<file path="config.mk">
export PLATFORM = sky130hd
export DESIGN_NAME = ntce_ram
export DESIGN_NICKNAME = d
export VERILOG_FILES = /design/src/hdl/ntce_ram.sv
export SDC_FILE = /design/constraint.sdc
export NUM_CORES = 1
export LEC_CHECK = 0
export ABC_CLOCK_PERIOD_IN_PS = 2100
export BUFFER_PORTS_ARGS = -buffer_cell sky130_fd_sc_hd__buf_2
export CORE_MARGIN = 2
export CORE_UTILIZATION = 47
export CTS_CLUSTER_DIAMETER = 60
export DETAILED_ROUTE_END_ITERATION = 7
export PLACE_DENSITY = 0.73
export SLEW_MARGIN = 0
export SYNTH_ARGS = -nofsm -noshare
export SYNTH_HDL_FRONTEND = slang
export SYNTH_SLANG_ARGS = --single-unit
</file>
<file path="constraint.sdc">
create_clock -name clk -period 2.1 [get_ports clk]
set_input_delay 0.63 -clock clk [delete_from_list [all_inputs] [get_ports clk]]
set_output_delay 0.63 -clock clk [all_outputs]
set_load 0.02 [all_outputs]
</file>
<file path="src/hdl/ntce_ram.sv">
module ntce_ram #(
    parameter int Depth = 16,
    parameter int Width = 8
) (
    input  logic                     clk,
    input  logic                     we,
    input  logic [$clog2(Depth)-1:0] waddr,
    input  logic [Width-1:0]         wdata,
    input  logic [$clog2(Depth)-1:0] raddr,
    output logic [Width-1:0]         rdata
);

    logic [Width-1:0] mem [Depth];

    always_ff @(posedge clk)
    begin
        if (we)
        begin
            mem[waddr] <= wdata;
        end
        rdata <= mem[raddr];
    end

endmodule

</file>
==> metrics.md, run 1 <==
| Metric | Value |
|---|---|
| Status | finished clean |
| Post-synth EDFFs | 128 |
| Vias | about 2400 |
| Syn_area_per_cell | 22.48 µm² |
| Top delay family on crit path | flip-flops |
| Vias in the first global route | around 2500 |
| Fin crit share | 78.95% |
| CTS H-tree depth | 4 |
| Rel. slew slack | about three quarters |
| Worst setup path start | rdata[6]$_DFF_P_ |
| Die width | around 110 µm |
| Clock Skew | between 8 and 9 ps |
| Final ANT Viol Nets | 0 |
| Post-Syn Nets | ~250 |
| CP max stage delay | roughly 340 ps |
| Mapped Cells | between 200 and 250 |
| R2R cell count | 3 |
| Hold depth | 1 |
| Critical path depth in cells | 1 |
| Detailed Route Iter0 Violations | roughly 180 |
| Final setup viols | 0 |
| Port bufs | 25 |
| Netlist cell types | 19 |
| Top cells by area, synth | edfxtp_1 (75%), mux4_2 (7.9%), mux4_1 (7.1%) |
| Sequential area share after synthesis | just under 80% |
| Fin. max-slew vios | 0 |
| Sink Count | around 140 |
| Reg2Reg Launch Point | mem[3][4]$_DFFE_PP_ |
| Initial antenna violation count | 0 |
| Clk pin slew, worst setup/hold paths | roughly 60 ps |
| Most frequent cells after synthesis | edfxtp_1 (128), mux4_2 (18), a22oi_1 (16) |
| Final hold viol count | 0 |
| CP arrival | between 1000 and 1500 ps |
| Cts bufs inserted | 17 |
| HPWL Detailed | approximately 6200 µm |
| Drc violations | 0 |
| Via-per-instance ratio | between 5 and 6 |
| GR met1 Demand/Resource | a little under a quarter |
| Global route total overflow | 0 |
| P&R area growth vs syn | 20.71% |
| Crit path buffers/inverters | 1 |
| Layout cells sized above 1 | 33.67% |
| Synth area leader | edfxtp_1 |
| Insertion delay to the later sink of the worst-skew pair | 500 ps |
| CTS tree | yes |
| Hold crit path type | in2reg |
| Worst slew pin tran | 395.3 ps |
| Top_reg_cell synth | edfxtp_1 |
| Unrepaired setup endpoints after global routing | false |
| Peak supply drop | 0.4972 mV |
| Flops & latches, synth | approximately 140 |
| Grt met3 use | under 10% |
| Final GP Congestion | ~0.76 |
| Finished Cell Area | 0.006213 mm² |
| LEAKAGE | 2.144 nW |
| PwrDens | approximately 1000 mW/mm² |
| First-pass GRT wire length | between 10000 and 15000 µm |
| Cell chain of the critical path | buf_2 |
| Fin util | just under 60% |
| Largest net degree at the start of global routing | 21 |
| Worst hold start | wdata[6] |
| # Post-CTS Setup Buffers | 0 |
| Clock Tree Buf Depth | 2 |
| Die area | 0.01180 mm² |
| Worst EP required | around 1500 ps |
| FILL cells | roughly 770 |
| Yosys warns | 0 |
| Met2 GRT Util | just under 30% |
| Critical-path top delay cell | dfxtp_1 |
| Ant diodes | 0 |
| Final #Nets | 306 |
| Die height | 108.7 µm |
| # IOs | 26 |
| CP Launch Type | flip-flop |
| Placed cell area | around 0.0056 mm² |
| Fin cells | between 400 and 500 |
| # hold bufs at CTS | 0 |
| DR WL/cell | about 22 µm |
| Most frequent cell after synthesis | edfxtp_1 |
| Final min period | roughly 1700 ps |
| Top cell type's share of synthesized area | between 70% and 80% |
| Top Usage Layer GRT | met2 |
| Drt pass-1 iters | 4 |
| CTS Root Cell | clkbuf_8 |
| Syn Std Cell Area | between 0.005 and 0.006 mm² |
| Quantity of gates resized following cts | 0 |
| Ys async rst share | 0% |
| Maxcap violations | 0 |
| Total Routing Usage GR | 18.25% |
| CP max FO | 1 |
| Initial Util | about 48% |
| Fmax achieved | between 0.6 and 0.7 GHz |
| Total wire length | around 9600 µm |
| Inst Count DP | 409 |
| Row count | 38 |
| Critical path class | reg2out |
| Core Box Area | between 0.01 and 0.015 mm² |
| Crit path capture type | output port |
[sequential cells by signal, summed over array words and instances (netlist names)]
| signal | cells |
|---|---|
| mem | 128 |
| rdata | 8 |
[logic make-up after synthesis]
kind of cell	count (synthesis)	share of synthesized area, %
flops	136	77.78
simple gates	35	3.184
mux	32	15.02
compound gates	16	2.334
buf+inv	10	1.677
[path summary, 6_finish.rpt]
path              slack (ps)             endpoint
hold reg to reg          680     rdata[4]$_DFF_P_
setup / recovery         440             rdata[6]
setup reg to reg         720     rdata[4]$_DFF_P_
hold / removal           510  mem[0][6]$_DFFE_PP_
[cell type report]
| class | instances | area [µm²] | area share [%] |
|---|---|---|---|
| sequential | 136 | 4004 | 64.44 |
| tap | 140 | 175.2 | 2.819 |
| clock buffer | 17 | 414.1 | 6.665 |
| clock inverter | 14 | 220.2 | 3.544 |
| timing repair buffer | 50 | 337.8 | 5.437 |
| multi-input combinational | 83 | 1062 | 17.10 |
[cell usage in the layout, fill, tap and decap left out, drive strengths merged, types with 5 or more instances in the layout]
master  netlist  final
a22oi        16     16
buf           7     50
bufinv        0      5
clkbuf        0     17
clkinv        0      5
dfxtp         8      8
edfxtp      128    128
mux4         32     32
nand2         9      9
nor2         13     13
[power breakdown]
| part | leakage [nW] | total, mW | internal (mW) | switching [mW] |
|---|---|---|---|---|
| Combinational | 0.611 | 0.307 | 0.130 | 0.177 |
| Sequential | 1.22 | 3.05 | 3.03 | 0.0165 |
| Clock | 0.309 | 3.12 | 2.05 | 1.07 |
| Total | 2.14 | 6.48 | 5.22 | 1.26 |
[metal layers]
metal | vias up | wire [µm]
li1 | 1091 | -
met1 | 1290 | 4120
met2 | 61 | 4954
met3 | 2 | 445
met4 | 0 | 61
met5 | - | 0
[metrics by stage]
step	hold slack, ps	TNS (ps)	power [mW]	setup WS (ps)
after floorplan	629.3	0	3.281	203.9
after global placement	642.8	0	3.405	33.57
after detailed placement	672.0	-7.860	3.418	-7.860
after CTS	479.8	0	6.537	407.5
after global routing	485.1	0	6.674	385.0
final	509.9	0	6.478	442.1
(Power assumes the default switching activity.)
==> run 2: changes to the inputs <==
--- a/config.mk
+++ b/config.mk
@@ -5,7 +5,7 @@
 export SDC_FILE = /design/constraint.sdc
 export NUM_CORES = 1
 export LEC_CHECK = 0
-export ABC_CLOCK_PERIOD_IN_PS = 2100
+export ABC_CLOCK_PERIOD_IN_PS = 1400
 export BUFFER_PORTS_ARGS = -buffer_cell sky130_fd_sc_hd__buf_2
 export CORE_MARGIN = 2
 export CORE_UTILIZATION = 47
==> constraint.sdc (replaced) <==
create_clock -name clk -period 1.4 [get_ports clk]
set_input_delay 0.42 -clock clk [delete_from_list [all_inputs] [get_ports clk]]
set_output_delay 0.42 -clock clk [all_outputs]
set_load 0.02 [all_outputs]
==> metrics.md, run 2 (synthesis results as in run 1) <==
| Metric | Value |
|---|---|
| Fin util | 57.67% (was 57.82%) |
| Net switching power | 1.817 mW (was 1.262 mW) |
| Sink Count | 136 (unchanged) |
| Total Routing Usage GR | 17.69% (was 18.25%) |
| Fin. max-slew vios | 0 (unchanged) |
| Port bufs | 25 (unchanged) |
| CTS H-tree depth | 4 (unchanged) |
| Status | finished clean (unchanged) |
| # Post-CTS Setup Buffers | 0 (unchanged) |
| # IOs | 26 (unchanged) |
| Ant diodes | 0 (unchanged) |
| CP max stage delay | 340 ps (about the same) |
| CTS tree | yes (unchanged) |
| Overall power | 8.910 mW (was 6.478 mW) |
| Crit path capture type | output port (unchanged) |
| Initial antenna violation count | 0 (unchanged) |
| Inst Count DP | 411 (was 409) |
| Final hold viol count | 0 (unchanged) |
| Cts bufs inserted | 17 (unchanged) |
| Finished Cell Area | 0.006197 mm² (was 0.006213 mm²) |
| Critical-path top delay cell | dfxtp_2 (was dfxtp_1) |
| Cell chain of the critical path | buf_6 (was buf_2) |
| Place WS | -409.0 ps (was -7.860 ps) |
| Detailed Route Iter0 Violations | 145 (was 179) |
| Drc violations | 0 (unchanged) |
| Final GP Congestion | 0.7102 (was 0.7632) |
| Hold crit path type | in2reg (unchanged) |
| Reg power frac | 51.5% (was 47.1%) |
| Worst Setup Slack, final | 22.72 ps (was 442.1 ps) |
| Insertion delay to the later sink of the worst-skew pair | 500 ps (about the same) |
| Initial Util | 47.90% (unchanged) |
| Clock Skew | 7.546 ps (was 8.552 ps) |
| Comb pwr share | 5.9% (was 4.7%) |
| Final #Nets | 308 (was 306) |
| Die width | 108.7 µm (unchanged) |
| # hold bufs at CTS | 0 (unchanged) |
| Max reg flops | 128 (unchanged) |
| Top delay family on crit path | flip-flops (unchanged) |
| Core Box Area | 0.01075 mm² (unchanged) |
| Final ANT Viol Nets | 0 (unchanged) |
| Worst EP required | 980 ps (was 1470 ps) |
| Clock Tree Buf Depth | 2 (unchanged) |
| PwrDens | 1438 mW/mm² (was 1043 mW/mm²) |
| Fin crit share | slightly below 100% |
| Global route total overflow | 0 (unchanged) |
| LEAKAGE | 2.070 nW (was 2.144 nW) |
| Net Sw Frac | 20.39% (was 19.48%) |
| HPWL Detailed | 6118 µm (was 6221 µm) |
| Top reg by flops | mem (unchanged) |
| Clk pin slew, worst setup/hold paths | 60 ps (about the same) |
| Unrepaired setup endpoints after global routing | true (was false) |
| Die height | 108.7 µm (unchanged) |
| CTS Root Cell | clkbuf_8 (unchanged) |
| Largest net degree at the start of global routing | 17 (was 21) |
| Drt pass-1 iters | 4 (unchanged) |
| Top Registers | mem x128, rdata x8 (unchanged) |
| Vias | 2391 (was 2444) |
| Total wire length | 9100 µm (was 9581 µm) |
| Crit path buffers/inverters | 1 (unchanged) |
| First-pass GRT wire length | 14570 µm (was 14680 µm) |
| Placed cell area | 0.005604 mm² (was 0.005579 mm²) |
| Row count | 38 (unchanged) |
| Rel. slew slack | 48.09% (was 73.65%) |
| Layout cells sized above 1 | 42.90% (was 33.67%) |
| Maxcap violations | 0 (unchanged) |
| CP Launch Type | flip-flop (unchanged) |
| Via-per-instance ratio | 5.397 (was 5.555) |
| DR WL/cell | 20.54 µm (was 21.78 µm) |
| Fin cells | 443 (was 440) |
| P&R area growth vs syn | 20.39% (was 20.71%) |
| Clock power share | 42.6% (was 48.2%) |
| Critical path class | reg2out (unchanged) |
| Die area | 0.01180 mm² (unchanged) |
| Worst slew pin tran | 775.8 ps (was 395.3 ps) |
| Internal | 7.093 mW (was 5.216 mW) |
| Most frequent cells in the layout | edfxtp_1 (128), mux4_2 (31), buf_4 (24), buf_2 (17), clkbuf_16 (16) (was edfxtp_1 (128), buf_2 (25), buf_4 (23), mux4_2 (18)) |
| Vias in the first global route | 2617 (was 2549) |
| Peak supply drop | 0.7220 mV (was 0.4972 mV) |
| Final min period | around 1400 ps |
| Fmax achieved | 0.7261 GHz |
| Final setup viols | 0 (unchanged) |
| CP max FO | 1 (unchanged) |
| CP arrival | 960 ps (was 1030 ps) |
| Most common library cell in the layout ignoring fill and taps | edfxtp_1 (unchanged) |
## run 2: worst paths after layout
path / cells past startpoint / to / slack, ps / start
min: 1 / mem[2][0]$_DFFE_PP_ / 300 / wdata[0]
max: 1 / rdata[6] / 20 / rdata[6]$_DFF_P_
max reg2reg: 3 / rdata[1]$_DFF_P_ / 80 / mem[7][1]$_DFFE_PP_
min reg2reg: 3 / rdata[2]$_DFF_P_ / 670 / mem[15][2]$_DFFE_PP_
## run 2: power by group through the flow
stage                     registers [mW]  clock network (mW)  logic (mW)
after floorplan                     4.69                   0       0.259
after global placement              4.66                   0       0.480
after detailed placement            4.66                   0       0.492
after CTS                           4.58                3.88       0.514
after global routing                4.60                4.06       0.568
final                               4.59                3.80       0.523
## run 2: cell type report
| type | count | area [µm²] |
|---|---|---|
| Tap cell | 140 | 175.2 |
| Multi-Input combinational cell | 83 | 1075 |
| Clock inverter | 9 | 52.55 |
| Fill cell | 805 | 4548 |
| Clock buffer | 23 | 466.7 |
| Timing Repair Buffer | 52 | 415.4 |
| Sequential cell | 136 | 4013 |
## run 2: stage by stage
step / hold WS, ps / TNS, ps
6_report: 297.1 / 0
5_1_grt: 290.5 / -31.92
4_1_cts: 277.0 / -14.58
3_5_place_dp: 665.0 / -23650
3_3_place_gp: 663.2 / -20720
2_1_floorplan: 518.9 / -2038
## run 2: metal layers
layer / global-route usage, % / vias to the layer above / wire (µm)
li1: - / 1078 / -
met1: 23.88 / 1232 / 3878
met2: 28.26 / 77 / 4667
met3: 4.304 / 4 / 495
met4: 6.685 / 0 / 59
met5: 0 / - / 0
## run 2: repair_timing
action | in CTS | in global routing
setup endpoints to repair | 8 | 11
resized for setup | 13 | 13
endpoints found under the hold margin | 0 | 0
==> run 3: changes to the inputs <==
--- a/config.mk
+++ b/config.mk
@@ -12,6 +12,7 @@
 export CTS_CLUSTER_DIAMETER = 60
 export DETAILED_ROUTE_END_ITERATION = 7
 export PLACE_DENSITY = 0.73
+export RECOVER_POWER = 100
 export SLEW_MARGIN = 0
 export SYNTH_ARGS = -nofsm -noshare
 export SYNTH_HDL_FRONTEND = slang
==> metrics.md, run 3 (synthesis results as in run 1) <==
| Metric | Value |
|---|---|
| Hold EP | mem[7][4]$_DFFE_PP_ (was mem[2][0]$_DFFE_PP_) |
| Die area | 0.01180 mm² (unchanged) |
| Insertion delay to the later sink of the worst-skew pair | 510 ps (was 500 ps) |
| Reg power frac | 51.6% (was 51.5%) |
| Overall power | 8.902 mW (was 8.910 mW) |
| Status | finished clean (unchanged) |
| Final min period | 1379 ps (was 1377 ps) |
| Net Sw Frac | 20.47% (was 20.39%) |
| Rel. slew slack | 49.66% (was 48.09%) |
| Reg2Reg Launch Point | mem[7][1]$_DFFE_PP_ (unchanged) |
| Peak supply drop | 0.7274 mV (was 0.7220 mV) |
| Grt met3 use | 4.304% (unchanged) |
| CTS H-tree depth | 4 (unchanged) |
| CP max stage delay | 340 ps (about the same) |
| Sink Count | 136 (unchanged) |
| Sequential cell area | 0.004013 mm² (unchanged) |
| Cell chain of the critical path | buf_6 (unchanged) |
| # hold bufs at CTS | 0 (unchanged) |
| Multi-input gate area | 0.001026 mm² (was 0.001075 mm²) |
| Hold depth | 1 (unchanged) |
| DR WL/cell | 20.68 µm (was 20.54 µm) |
| Final ANT Viol Nets | 0 (unchanged) |
| Detailed Route Iter0 Violations | 117 (was 145) |
| Worst slew pin tran | 753.6 ps (was 775.8 ps) |
| CP max FO | 1 (unchanged) |
| Drc violations | 0 (unchanged) |
| Fin util | 56.67% (was 57.67%) |
| Placed cell area | 0.005604 mm² (unchanged) |
| Clock Tree Buf Depth | 2 (unchanged) |
| FILL cells | 834 (was 805) |
| Fmax achieved | 0.7251 GHz (was 0.7261 GHz) |
| Hold crit path type | in2reg (unchanged) |
| Ant diodes | 0 (unchanged) |
| Die width | 108.7 µm (unchanged) |
| Die height | 108.7 µm (unchanged) |
| # IOs | 26 (unchanged) |
| Crit path buffers/inverters | 1 (unchanged) |
| # Post-CTS Setup Buffers | 0 (unchanged) |
| Final hold viol count | 0 (unchanged) |
| Initial antenna violation count | 0 (unchanged) |
| Global route total overflow | 0 (unchanged) |
| Cts bufs inserted | 17 (unchanged) |
| Vias | 2427 (was 2391) |
| Comb pwr share | 5.6% (was 5.9%) |
| Internal | 7.080 mW (was 7.093 mW) |
| Reg2Reg Capture Point | rdata[1]$_DFF_P_ (unchanged) |
| Worst EP required | 980 ps (about the same) |
| Critical-path top delay cell | dfxtp_2 (unchanged) |
| Most common library cell in the layout ignoring fill and taps | edfxtp_1 (unchanged) |
| Total Routing Usage GR | 17.69% (unchanged) |
| Maxcap violations | 0 (unchanged) |
| CTS Root Cell | clkbuf_8 (unchanged) |
| Drt pass-1 iters | 4 (unchanged) |
| R2R cell count | 3 (unchanged) |
| LEAKAGE | 2.002 nW (was 2.070 nW) |
| Most frequent cells in the layout | edfxtp_1 (128), mux4_2 (31), clkbuf_1 (18), clkbuf_16 (16), a22oi_1 (14) (was edfxtp_1 (128), mux4_2 (31), buf_4 (24), buf_2 (17), clkbuf_16 (16)) |
| Critical path class | reg2out (unchanged) |
| Worst hold start | wdata[4] (was wdata[0]) |
| Top reg by flops | mem (unchanged) |
| Max reg flops | 128 (unchanged) |
| Via-per-instance ratio | 5.479 (was 5.397) |
| CP Launch Type | flip-flop (unchanged) |
| Total wire length | 9161 µm (was 9100 µm) |
| Final #Nets | 308 (unchanged) |
| P&R area growth vs syn | 18.30% (was 20.39%) |
| Place WS | -409.0 ps (unchanged) |
| Vias in the first global route | 2617 (unchanged) |
| Top delay family on crit path | flip-flops (unchanged) |
| Worst Setup Slack, final | 20.93 ps (was 22.72 ps) |
| First-pass GRT wire length | 14570 µm (unchanged) |
| Initial Util | 47.90% (unchanged) |
| Met2 GRT Util | 28.26% (unchanged) |
| Core Box Area | 0.01075 mm² (unchanged) |
| PwrDens | 1462 mW/mm² (was 1438 mW/mm²) |
| Flop2flop setup slack | 70 ps (was 80 ps) |
| Largest net degree at the start of global routing | 17 (unchanged) |
| Crit path capture type | output port (unchanged) |
| Clock power share | 42.8% (was 42.6%) |
| Top Registers | mem x128, rdata x8 (unchanged) |
| Port bufs | 25 (unchanged) |
| Fin. max-slew vios | 0 (unchanged) |
| Clk pin slew, worst setup/hold paths | 60 ps (about the same) |
| Layout cells sized above 1 | 35.97% (was 42.90%) |
| Unrepaired setup endpoints after global routing | true (unchanged) |
| Quantity of gates resized following cts | 13 (unchanged) |
| Row count | 38 (unchanged) |
| Finished Cell Area | 0.006090 mm² (was 0.006197 mm²) |
| Final GP Congestion | 0.7102 (unchanged) |
| CTS tree | yes (unchanged) |
| CP arrival | 960 ps (about the same) |
| Clock Skew | 5.575 ps (was 7.546 ps) |
| Final setup viols | 0 (unchanged) |
| GR met1 Demand/Resource | 23.88% (unchanged) |
| Net switching power | 1.822 mW (was 1.817 mW) |
| Fin crit share | 98.50% (was 98.38%) |
| Top Usage Layer GRT | met2 (unchanged) |
| HPWL Detailed | 6118 µm (unchanged) |
[run 3: changes by cell type in the layout (fill, tap and decap cells not counted), sizes merged]
cell    change
buf        -24
clkbuf     +24
[run 3: layer usage]
metal	wire [µm]	up-vias
li1	-	1082
met1	3872	1253
met2	4588	80
met3	556	12
met4	143	0
met5	0	-
[run 3: worst max path at each step]
stage                     slack (ps)                  end  cells after the start              from
after global routing             -20             rdata[6]                      1  rdata[6]$_DFF_P_
after global placement          -400     rdata[5]$_DFF_P_                      5          raddr[0]
after floorplan                 -150  mem[0][0]$_DFFE_PP_                      2          waddr[2]
after CTS                        -10             rdata[6]                      1  rdata[6]$_DFF_P_
final                             20             rdata[6]                      1  rdata[6]$_DFF_P_
after detailed placement        -410     rdata[1]$_DFF_P_                      5          raddr[0]
[run 3: metrics by stage]
stage	hold WS, ps	TNS [ps]	std cells
after CTS	277.0	-14.58	443
after global placement	663.2	-20720	411
after detailed placement	665.0	-23650	411
after global routing	460.5	-36.58	443
final	423.9	0	443
after floorplan	518.9	-2038	229
[run 3: cell type report]
class                           instances  share of cell area [%]
Clock inverter                          9                  0.8630
Timing Repair Buffer                   52                   5.856
Multi-Input combinational cell         83                   16.85
Tap cell                              140                   2.877
Clock buffer                           23                   7.664
Sequential cell                       136                   65.89
[run 3: power groups by stage]
stage | clock (mW) | combinational, mW | sequential [mW]
4_1_cts | 3.88 | 0.514 | 4.58
3_5_place_dp | 0 | 0.492 | 4.66
3_3_place_gp | 0 | 0.480 | 4.66
5_1_grt | 4.06 | 0.546 | 4.60
2_1_floorplan | 0 | 0.259 | 4.69
6_report | 3.81 | 0.499 | 4.59
